### config.mk
export PLATFORM = sky130hd
export DESIGN_NAME = wfa_ctrl
export DESIGN_NICKNAME = d
export VERILOG_FILES = /design/src/hdl/wfa_pkg.sv /design/src/hdl/wfa_ctrl.sv
export SDC_FILE = /design/constraint.sdc
export NUM_CORES = 1
export LEC_CHECK = 0
export BUFFER_PORTS_ARGS = -buffer_cell sky130_fd_sc_hd__buf_2
export CAP_MARGIN = 20
export CORE_MARGIN = 1
export CORE_UTILIZATION = 40
export CTS_BUF_LIST = sky130_fd_sc_hd__clkbuf_4
export CTS_CLUSTER_SIZE = 24
export DETAILED_ROUTE_END_ITERATION = 8
export GPL_TIMING_DRIVEN = 0
export HOLD_SLACK_MARGIN = 0.06
export PLACE_DENSITY = 0.62
export SETUP_SLACK_MARGIN = 0.2
export SLEW_MARGIN = 20
export SYNTH_ARGS = -nofsm -noshare
export SYNTH_HDL_FRONTEND = slang
export SYNTH_SLANG_ARGS = --single-unit
### constraint.sdc
create_clock -name clk -period 2.1 [get_ports clk]
set_input_delay 0.42 -clock clk [delete_from_list [all_inputs] [get_ports clk]]
set_output_delay 0.42 -clock clk [all_outputs]
set_load 0.005 [all_outputs]
### src/hdl/wfa_pkg.sv
// Package for the worst-fit heap allocator: heap geometry, header layout,
// datapath operation codes and the controller/datapath command and status structs.
// No dependencies.
package wfa_pkg;

	localparam int HEAP_BYTES   = 4096;
	localparam int HEADER_BYTES = 16;
	localparam int AW           = $clog2(HEAP_BYTES);   // header memory index width
	localparam int TW           = AW + 1;               // offsets up to HEAP_BYTES
	localparam int NW           = 12;                   // request size width
	localparam int EW           = TW + 1;               // header entry: used flag + size

	localparam logic [1:0] KIND_ALLOC   = 2'd0;
	localparam logic [1:0] KIND_FREE    = 2'd1;
	localparam logic [1:0] KIND_RELEASE = 2'd2;

	typedef enum logic [4:0] {
		DP_NOP,
		DP_LOAD,
		DP_RD_P,
		DP_ALLOC_EV,
		DP_SPLIT1,
		DP_SPLIT2,
		DP_WHOLE,
		DP_APPEND,
		DP_FAIL,
		DP_RELEASE,
		DP_RD_F,
		DP_WR_F,
		DP_PSTEP,
		DP_MEV,
		DP_RD_Q,
		DP_QEV,
		DP_MWR,
		DP_PUSH
	} dp_op_t;

	typedef struct packed {
		dp_op_t op;
	} cmd_t;

	typedef struct packed {
		logic [1:0] kind;
		logic       p_lt_top;
		logic       q_lt_top;
		logic       data_used;
		logic       found;
		logic       fits_split;
		logic       append_fits;
		logic       free_ok;
	} status_t;

endpackage

### src/hdl/wfa_ctrl.sv
// Controller state machine of the worst-fit heap allocator. Sequences the
// block walks and issues one datapath command per cycle. Depends on wfa_pkg.
module wfa_ctrl (
	input  logic             clk,
	input  logic             arst_n,
	input  logic             req_valid,
	output logic             req_ready,
	output logic             rsp_valid,
	input  logic             rsp_ready,
	input  wfa_pkg::status_t st,
	output wfa_pkg::cmd_t    cmd
);
	import wfa_pkg::*;

	typedef enum logic [3:0] {
		S_IDLE, S_DISP, S_A_RD, S_A_EV, S_A_DEC, S_A_TAIL, S_F_RD, S_F_WR,
		S_M_RD, S_M_EV, S_M_QRD, S_M_QEV, S_M_WR, S_PUSH
	} state_t;

	state_t state_q, state_nx;
	logic   slot_free;

	assign req_ready = (state_q == S_IDLE);
	assign slot_free = !rsp_valid || rsp_ready;

	always_comb begin
		state_nx = state_q;
		cmd.op   = DP_NOP;
		case (state_q)
			S_IDLE: begin
				if (req_valid) begin
					cmd.op   = DP_LOAD;
					state_nx = S_DISP;
				end
			end
			S_DISP: begin
				case (st.kind)
					KIND_ALLOC:   state_nx = S_A_RD;
					KIND_FREE:    state_nx = S_F_RD;
					KIND_RELEASE: begin
						cmd.op   = DP_RELEASE;
						state_nx = S_PUSH;
					end
					default: begin
						cmd.op   = DP_FAIL;
						state_nx = S_PUSH;
					end
				endcase
			end
			S_A_RD: begin
				if (st.p_lt_top) begin
					cmd.op   = DP_RD_P;
					state_nx = S_A_EV;
				end else begin
					state_nx = S_A_DEC;
				end
			end
			S_A_EV: begin
				cmd.op   = DP_ALLOC_EV;
				state_nx = S_A_RD;
			end
			S_A_DEC: begin
				if (st.found && st.fits_split) begin
					cmd.op   = DP_SPLIT1;
					state_nx = S_A_TAIL;
				end else if (st.found) begin
					cmd.op   = DP_WHOLE;
					state_nx = S_PUSH;
				end else if (st.append_fits) begin
					cmd.op   = DP_APPEND;
					state_nx = S_PUSH;
				end else begin
					cmd.op   = DP_FAIL;
					state_nx = S_PUSH;
				end
			end
			S_A_TAIL: begin
				cmd.op   = DP_SPLIT2;
				state_nx = S_PUSH;
			end
			S_F_RD: begin
				if (st.free_ok) begin
					cmd.op   = DP_RD_F;
					state_nx = S_F_WR;
				end else begin
					cmd.op   = DP_FAIL;
					state_nx = S_PUSH;
				end
			end
			S_F_WR: begin
				cmd.op   = DP_WR_F;
				state_nx = S_M_RD;
			end
			S_M_RD: begin
				if (st.p_lt_top) begin
					cmd.op   = DP_RD_P;
					state_nx = S_M_EV;
				end else begin
					state_nx = S_PUSH;
				end
			end
			S_M_EV: begin
				if (st.data_used) begin
					cmd.op   = DP_PSTEP;
					state_nx = S_M_RD;
				end else begin
					cmd.op   = DP_MEV;
					state_nx = S_M_QRD;
				end
			end
			S_M_QRD: begin
				if (st.q_lt_top) begin
					cmd.op   = DP_RD_Q;
					state_nx = S_M_QEV;
				end else begin
					state_nx = S_M_WR;
				end
			end
			S_M_QEV: begin
				if (!st.data_used) begin
					cmd.op   = DP_QEV;
					state_nx = S_M_QRD;
				end else begin
					state_nx = S_M_WR;
				end
			end
			S_M_WR: begin
				cmd.op   = DP_MWR;
				state_nx = S_M_RD;
			end
			S_PUSH: begin
				if (slot_free) begin
					cmd.op   = DP_PUSH;
					state_nx = S_IDLE;
				end
			end
			default: state_nx = S_IDLE;
		endcase
	end

	always_ff @(posedge clk or negedge arst_n) begin
		if (!arst_n) begin
			state_q   <= S_IDLE;
			rsp_valid <= 1'b0;
		end else begin
			state_q <= state_nx;
			if (cmd.op == DP_PUSH) begin
				rsp_valid <= 1'b1;
			end else if (rsp_ready) begin
				rsp_valid <= 1'b0;
			end
		end
	end

endmodule

## Word-level counts from Yosys, hierarchy flattened

Index checks and enable logic that the tools add are counted.

- Register bits after elaboration: 5
- Input bits: 13
- Logic and storage cells: 55

- Equality and inequality tests: 18
- Mux-type cells: 25
- Reductions and logical operators: 10

Operators by type and width:

| cell | count |
|---|---|
| one-hot mux 5 bit (13 select lines) | 1 |
| one-hot mux 4 bit (13 select lines) | 1 |
| 2-to-1 mux 4 bit | 9 |
| == test 4 bit (second input constant) | 6 |
| == test 4 x 3 -> 1 bit (second input constant) | 4 |
| one-hot mux 4 bit (2 select lines) | 2 |
| 2-to-1 mux 3 bit | 4 |
| == test 4 x 2 -> 1 bit (second input constant) | 2 |
| 2-to-1 mux 2 bit | 3 |
| OR reduction 2 bit | 3 |
| == test 5 bit (second input constant) | 1 |
| 2-to-1 mux 5 bit | 1 |
| == test 4 x 1 -> 1 bit (second input constant) | 1 |
| logical NOT 4 bit | 1 |
| 2-to-1 mux 1 bit | 4 |
| != test 2 bit (second input constant) | 2 |
| == test 2 x 1 -> 1 bit (second input constant) | 1 |
| == test 2 bit (second input constant) | 1 |
| logical NOT 2 bit | 1 |
| AND reduction 2 bit | 1 |
| nonzero test 2 bit | 1 |
| logical AND 1 bit | 1 |
| logical NOT 1 bit | 1 |
| logical OR 1 bit | 1 |

## Logic depth before layout (Yosys ltp)

Gate-level depths: netlist (run 1).

- Depth in word-level cells: 6
- Depth in mapped cells: 6

## Worst setup path before layout (run 1)

OpenSTA, ideal clock, no wires.

- Path type: register -> output
- From: register state_q[2]
- To: output port cmd[0] in the netlist's numbering
- Arrival: 1.129 ns
- Data required time: 1.680 ns
- Path slack: 0.551 ns
- Cell stages (with the launch flop): 6
- Buffers on the path: 1
- Cell sequence: dfrtp_1 buf_4 nor2b_1 nand4b_1 o21ai_1 a311o_1

RTL lines:

| item | RTL line | source |
|---|---|---|
| from (decl) | wfa_ctrl.sv:20 | `state_t state_q, state_nx;` |
| from (signal assigned) | wfa_ctrl.sv:146 | `state_q <= state_nx;` |
| to (decl) | wfa_ctrl.sv:11 | `output wfa_pkg::cmd_t cmd` |

==> metrics.log, run 1 <==
[metrics] status: completed
[metrics] arrival time at the worst endpoint: 1.51 ns
[metrics] initial core utilization: 0.4524
[metrics] Slew HR: 0.8227
[metrics] critical-path maximum fanout: 10
[metrics] area added between synthesis and finish: 44.53%
[metrics] share of the cycle needed by the critical path after routing: 0.9204
[metrics] total number of vias: 747
[metrics] crit end category: output port
[metrics] number of buffers inserted by port buffering: 19
[metrics] Layout Utilization: 0.6538
[metrics] leakage power: 0.4019 nW
[metrics] endpoint of the most critical register-to-register path: state_q[1]
[metrics] Synth top area share: 0.2024
[metrics] IO Pins: 20
[metrics] Max-cap violations: 0
[metrics] Least-Margin Pin Slew: 0.2655 ns
[metrics] Worst Hold Margin: 0.4774 ns
[metrics] overflow left after global routing: 0
[metrics] largest net degree at the start of global routing: 11
[metrics] Die Outline Area: 1707 sq um
[metrics] Worst-path clk slew: 0.05 ns
[metrics] Final Slew Violations: 0
[metrics] final-report hold violation count: 0
[metrics] minimum period implied by the final worst setup slack: 1.933 ns
[metrics] HPWL Detailed: 1307 microns
[metrics] Final Setup Violations: 0
[metrics] start-to-end type of the worst setup path: reg2out
[metrics] gpl congestion: 0.8449
[metrics] total cell area at the placement stage: 732.0 sq um
[metrics] fraction of layout instances using a drive strength above 1: 0.4513
[metrics] biggest area consumer among synthesized cells: sky130_fd_sc_hd__dfrtp_1
[metrics] clk root buf: sky130_fd_sc_hd__clkbuf_4
[metrics] Min-Delay Path Class: in2reg
[metrics] post-synthesis cell area: 618.1 sq um
[metrics] maximum clock frequency: 0.5174 GHz
[metrics] required time at the endpoint of the critical path: 1.68 ns
[metrics] Setup TNS: 0 ns
[metrics] setup clock skew after layout: 0.006584 ns
[metrics] fin area: 893.4 sq um
[metrics] Critical R2R Launch: state_q[1]
[metrics] net count after synthesis: 96
[metrics] unrepaired setup endpoints after global routing: true
[metrics] placed cells: 117
[metrics] non-filler instance count after layout: 128
[metrics] ratio of routed vias to standard cells: 5.836
[metrics] Max Root-Sink Buffers: 2
[metrics] flip-flop and latch count after synthesis: 5
[metrics] TritonCTS clock tree: done
[metrics] GR Util All Layers: 0.2616
[metrics] count of routing violations after the opening detailed-route iteration: 39
[metrics] Num CTS Buffers: 3
[metrics] maximum level of the CTS H-tree: 1
[metrics] global-route wire length before repair: 2815 microns
[metrics] category of the worst setup path launch point: register
[metrics] area inside the core boundary: 1366 sq um
[metrics] Detailed Routing Iterations Pass 1: 4
[metrics] length in cells of the worst reg-to-reg path: 6
[metrics] mean instance size in the synthesized netlist: 7.447 sq um
[metrics] Post-route DRC: 0
[metrics] VDD IR-drop max: 1.033 mV
[metrics] Post-Synthesis Cells: 83
[metrics] Die W: 41.31 microns
[metrics] worst setup path endpoint: cmd[0]
[metrics] number of antenna violations at the first check in global routing: 0
[metrics] wire length per cell after detailed routing: 14.33 microns
[metrics] antenna diode instance count: 0
[metrics] CTS sink count: 5
[metrics] Power Density: 1553 nW/um^2
[metrics] biggest area contributors in the synthesized netlist: sky130_fd_sc_hd__dfrtp_1 20%, sky130_fd_sc_hd__nor2b_1 6.1%, sky130_fd_sc_hd__nand2_1 5.5%
[metrics] sequential element share of the synthesized area: 0.2024
[metrics] Critical Path Start: state_q[0]
[metrics] Layout Nets: 127
[metrics] worst setup slack for register-to-register paths: 0.71 ns
[metrics] warning count from the yosys run: 0
[metrics] number of routed nets with antenna violations: 0
[metrics] number of global-route vias before repair: 599
[metrics] Clk Latency, worst-skew pair: 0.25 ns
[metrics] FP Rows: 13
[metrics] Die Ht: 41.31 microns
[metrics] drt total wl: 1834 microns
[metrics] synth unique cells: 36
## metrics by stage
stage / worst slack [ns] / power, mW
after CTS: 0.1692 / 1.345
after floorplan: 0.5506 / 0.8099
after global routing: 0.05592 / 1.497
after global placement: 0.3275 / 1.032
final: 0.1672 / 1.388
after detailed placement: 0.3159 / 1.037
## kinds of logic after synthesis
group,after synthesis,share of synthesized area
compound gates,27,0.2976
xor+xnor,1,0.01417
buf+inv,9,0.09715
flops,5,0.2024
mux,2,0.03441
simple gates,39,0.3543
## report_power, final
group          internal [mW]  leakage [nW]  switching, mW
clock network         0.0849        0.0184         0.0425
registers              0.146        0.0610         0.0194
logic                  0.526         0.323          0.568
## registers in the layout, summed over array words and instances (netlist names)
signal	flops
rsp_valid	1
state_q	4
## layout by cell type (no fill, tap or decap), drive strengths merged
master	n
nand4	3
clkbuf	4
nand2b	2
o21ai	11
nor2b	6
nand2	9
mux2i	1
nor4	1
nor4b	1
nand3b	1
nand4b	1
and2b	1
dfrtp	5
mux2	1
a21oi	4
dlygate4sd3	1
a31o	1
nor3	1
xor2	1
buf	33
inv	1
a22oi	1
a21boi	2
a311o	1
a211oi	1
o211ai	1
nand3	5
and2	1
o32ai	1
nor2	7
a221oi	2
o21a	2
## area by class of cell
| class | instances | area (sq um) |
|---|---|---|
| Multi-Input combinational cell | 69 | 484.2 |
| Fill cell | 131 | 473.0 |
| Timing Repair Buffer | 26 | 153.9 |
| Sequential cell | 5 | 126.4 |
| Buffer | 8 | 76.32 |
| Clock buffer | 4 | 30.03 |
| Tap cell | 15 | 18.77 |
| Inverter | 1 | 3.754 |
## per-layer routing
metal / wire length (microns) / GRT usage / vias up / share of wire
met1: 858 / 0.3548 / 353 / 0.47
met4: 8 / 0.07258 / 0 / 0.0044
met3: 112 / 0.07979 / 2 / 0.061
li1: - / - / 364 / -
met5: 0 / 0 / - / 0
met2: 854 / 0.3984 / 28 / 0.47
## worst max-delay path, cell delays in order (launching register included)
cell                       delay (ns)
sky130_fd_sc_hd__dfrtp_1         0.35
sky130_fd_sc_hd__buf_4           0.17
sky130_fd_sc_hd__nor2_4          0.15
sky130_fd_sc_hd__nand2_1         0.09
sky130_fd_sc_hd__a221oi_2        0.25
sky130_fd_sc_hd__a311o_1         0.15
sky130_fd_sc_hd__buf_2           0.10
## what timing repair did
| action | 4_1_cts | 5_1_grt |
|---|---|---|
| hold buffers | 1 | 0 |
| pin swaps | 2 | 2 |
| hold endpoints to repair | 5 | 0 |
| gates resized for setup | 14 | 6 |
| endpoints found under the setup margin | 4 | 4 |
| buffers inserted | 6 | 0 |
## worst min-delay path by stage
stage,from,end,slack (ns),cells after the start
after floorplan,arst_n,rsp_valid,0.12,0
after CTS,st[7],state_q[2],0.47,3
after detailed placement,arst_n,rsp_valid,0.24,1
final,st[7],state_q[2],0.48,3
after global routing,st[7],state_q[2],0.46,3
after global placement,arst_n,rsp_valid,0.24,1
## cells in the mapped netlist (all sizes together)
cell,instances
and2,1
o21ai,11
nor3,1
a311o,1
mux2,1
nor4b,1
mux2i,1
dfrtp,5
nor2b,6
nand2b,2
nand4b,1
a31o,1
a221oi,2
nand4,3
nand2,9
a21oi,4
buf,8
nand3b,1
o211ai,1
xor2,1
and2b,1
a211oi,1
nand3,5
a22oi,1
nor2,7
a21boi,2
o32ai,1
o21a,2
nor4,1
inv,1
No activity file was read; power rests on OpenSTA's default activity.
==> inputs of run 2 (changes only) <==
==> constraint.sdc (replaced) <==
create_clock -name clk -period 1.88 [get_ports clk]
set_input_delay 0.376 -clock clk [delete_from_list [all_inputs] [get_ports clk]]
set_output_delay 0.376 -clock clk [all_outputs]
set_load 0.005 [all_outputs]
==> metrics.log, run 2 (synthesis gave the netlist of run 1 again) <==
[metrics] status: finished with violations
[metrics] failing checks: setup timing
[metrics] number of buffers inserted by port buffering: 19
[metrics] fraction of layout instances using a drive strength above 1: 0.5210
[metrics] area added between synthesis and finish: 56.88%
[metrics] Final Slew Violations: 0
[metrics] placed cells: 117
[metrics] Detailed Routing Iterations Pass 1: 4
[metrics] wire length per cell after detailed routing: 14.75 microns
[metrics] Worst-path clk slew: 0.05 ns
[metrics] leakage power: 0.4462 nW
[metrics] Min-Delay Path Class: in2reg
[metrics] largest net degree at the start of global routing: 11
[metrics] HPWL Detailed: 1307 microns
[metrics] cells along the critical path: buf_6 -> nor2_4 -> nand2_1 -> a221oi_2 -> a311o_1 -> buf_2
[metrics] family with the most delay on the worst path: compound AO/OA/AOI/OAI gates
[metrics] Max Root-Sink Buffers: 2
[metrics] start-to-end type of the worst setup path: reg2out
[metrics] Slew HR: 0.8121
[metrics] number of global-route vias before repair: 598
[metrics] gpl congestion: 0.8449
[metrics] number of logic stages on the critical path including buffering: 6
[metrics] Die Ht: 41.31 microns
[metrics] category of the worst setup path launch point: register
[metrics] commonest non-fill, non-tap cells in the layout: 20 x sky130_fd_sc_hd__buf_2, 11 x sky130_fd_sc_hd__buf_4, 8 x sky130_fd_sc_hd__buf_6, 8 x sky130_fd_sc_hd__nand2_1
[metrics] Die Outline Area: 1707 sq um
[metrics] share of the cycle needed by the critical path after routing: 1.011
[metrics] crit path max-delay cell type: sky130_fd_sc_hd__dfrtp_2
[metrics] number of antenna violations at the first check in global routing: 0
[metrics] TritonCTS clock tree: done
[metrics] minimum period implied by the final worst setup slack: 1.901 ns
[metrics] number of routed nets with antenna violations: 0
[metrics] Clk Latency, worst-skew pair: 0.25 ns
[metrics] ratio of routed vias to standard cells: 5.821
[metrics] required time at the endpoint of the critical path: 1.50 ns
[metrics] worst path setup slack after routing: -0.02078 ns
[metrics] maximum level of the CTS H-tree: 1
[metrics] final-report hold violation count: 0
[metrics] Num CTS Buffers: 3
[metrics] clk root buf: sky130_fd_sc_hd__clkbuf_4
[metrics] Least-Margin Pin Slew: 0.2812 ns
[metrics] Layout Nets: 133
[metrics] Hold Path Cell Cnt: 3
[metrics] Die W: 41.31 microns
[metrics] Max-cap violations: 0
[metrics] FP Rows: 13
[metrics] maximum clock frequency: 0.5261 GHz
[metrics] crit end category: output port
[metrics] GR Util All Layers: 0.2616
[metrics] total number of vias: 780
[metrics] drt total wl: 1976 microns
[metrics] total cell area at the placement stage: 732.0 sq um
[metrics] area inside the core boundary: 1366 sq um
[metrics] global-route wire length before repair: 2787 microns
[metrics] biggest cell delay along the critical path: 0.40 ns
[metrics] fin area: 969.7 sq um
[metrics] setup clock skew after layout: 0.006520 ns
[metrics] IO Pins: 20
[metrics] arrival time at the worst endpoint: 1.52 ns
[metrics] Post-route DRC: 0
[metrics] VDD IR-drop max: 1.148 mV
[metrics] antenna diode instance count: 0
[metrics] count of routing violations after the opening detailed-route iteration: 21
[metrics] Final Setup Violations: 1
[metrics] initial core utilization: 0.4524
[metrics] length in cells of the worst reg-to-reg path: 6
[metrics] unrepaired setup endpoints after global routing: true
[metrics] most frequent standard cell in the layout excluding fill and tap cells: sky130_fd_sc_hd__buf_2
[metrics] Power Density: 1759 nW/um^2
[metrics] overflow left after global routing: 0
[metrics] CTS sink count: 5
[metrics] WP buf/inv: 2
[metrics] critical-path maximum fanout: 6
[metrics] largest registers: state_q x4, rsp_valid x1
[metrics] non-filler instance count after layout: 134
[metrics] Most flops, register: state_q
[metrics] Largest register FFs: 4
[metrics] worst setup slack for register-to-register paths: 0.41 ns
-- run 2: layer usage --
metal | track usage | wire (microns) | part of all wire
met1 | 0.3516 | 851 | 0.43
met2 | 0.4023 | 937 | 0.47
met3 | 0.07979 | 178 | 0.090
met4 | 0.07258 | 8 | 0.0040
met5 | 0 | 0 | 0
-- run 2: repair_timing --
item	4_1_cts	5_1_grt
endpoints found under the hold margin	5	0
buffers inserted	8	4
gates resized for setup	16	12
endpoints found under the setup margin	5	6
pin swaps	5	2
hold buffers	1	0
-- run 2: worst paths after layout --
check / start / end
min in group asynchronous: arst_n / state_q[2]
max reg2reg: state_q[1] / state_q[1]
min reg2reg: state_q[2] / state_q[2]
max in group asynchronous: arst_n / state_q[1]
min: st[7] / state_q[2]
max: state_q[1] / cmd[0]
-- run 2: final cells by class --
cell class	instances	area, sq um
multi-input cells	69	508.0
fillers	116	396.6
repair buffers	32	202.7
flip-flops and latches	5	126.4
plain buffers	8	80.08
clock buffers	4	30.03
well taps	15	18.77
inverters	1	3.754
-- run 2: worst register-to-register path: stages, from the launching register on --
cell	delay [ns]
sky130_fd_sc_hd__dfrtp_2	0.40
sky130_fd_sc_hd__buf_6	0.14
sky130_fd_sc_hd__buf_4	0.15
sky130_fd_sc_hd__nor2b_1	0.25
sky130_fd_sc_hd__a22oi_1	0.11
sky130_fd_sc_hd__o21a_1	0.20
sky130_fd_sc_hd__o32ai_2	0.13
-- run 2: stage by stage --
stage            util  hold slack [ns]  setup TNS, ns  power [mW]  setup slack, ns
5_1_grt        0.7097           0.4351        -0.1551       1.832         -0.09490
4_1_cts        0.6529           0.4264      -0.006815       1.540        -0.006815
3_5_place_dp   0.5357           0.1950              0       1.158           0.1399
6_report       0.7097           0.4479       -0.02078       1.705         -0.02078
2_1_floorplan       -          0.08041              0      0.9046           0.3746
3_3_place_gp   0.5357           0.1924              0       1.153           0.1515
-- run 2: power breakdown --
group	switching [mW]	leakage (nW)	internal (mW)
sequential	0.0238	0.0610	0.163
combinational	0.680	0.367	0.695
clock	0.0482	0.0184	0.0949
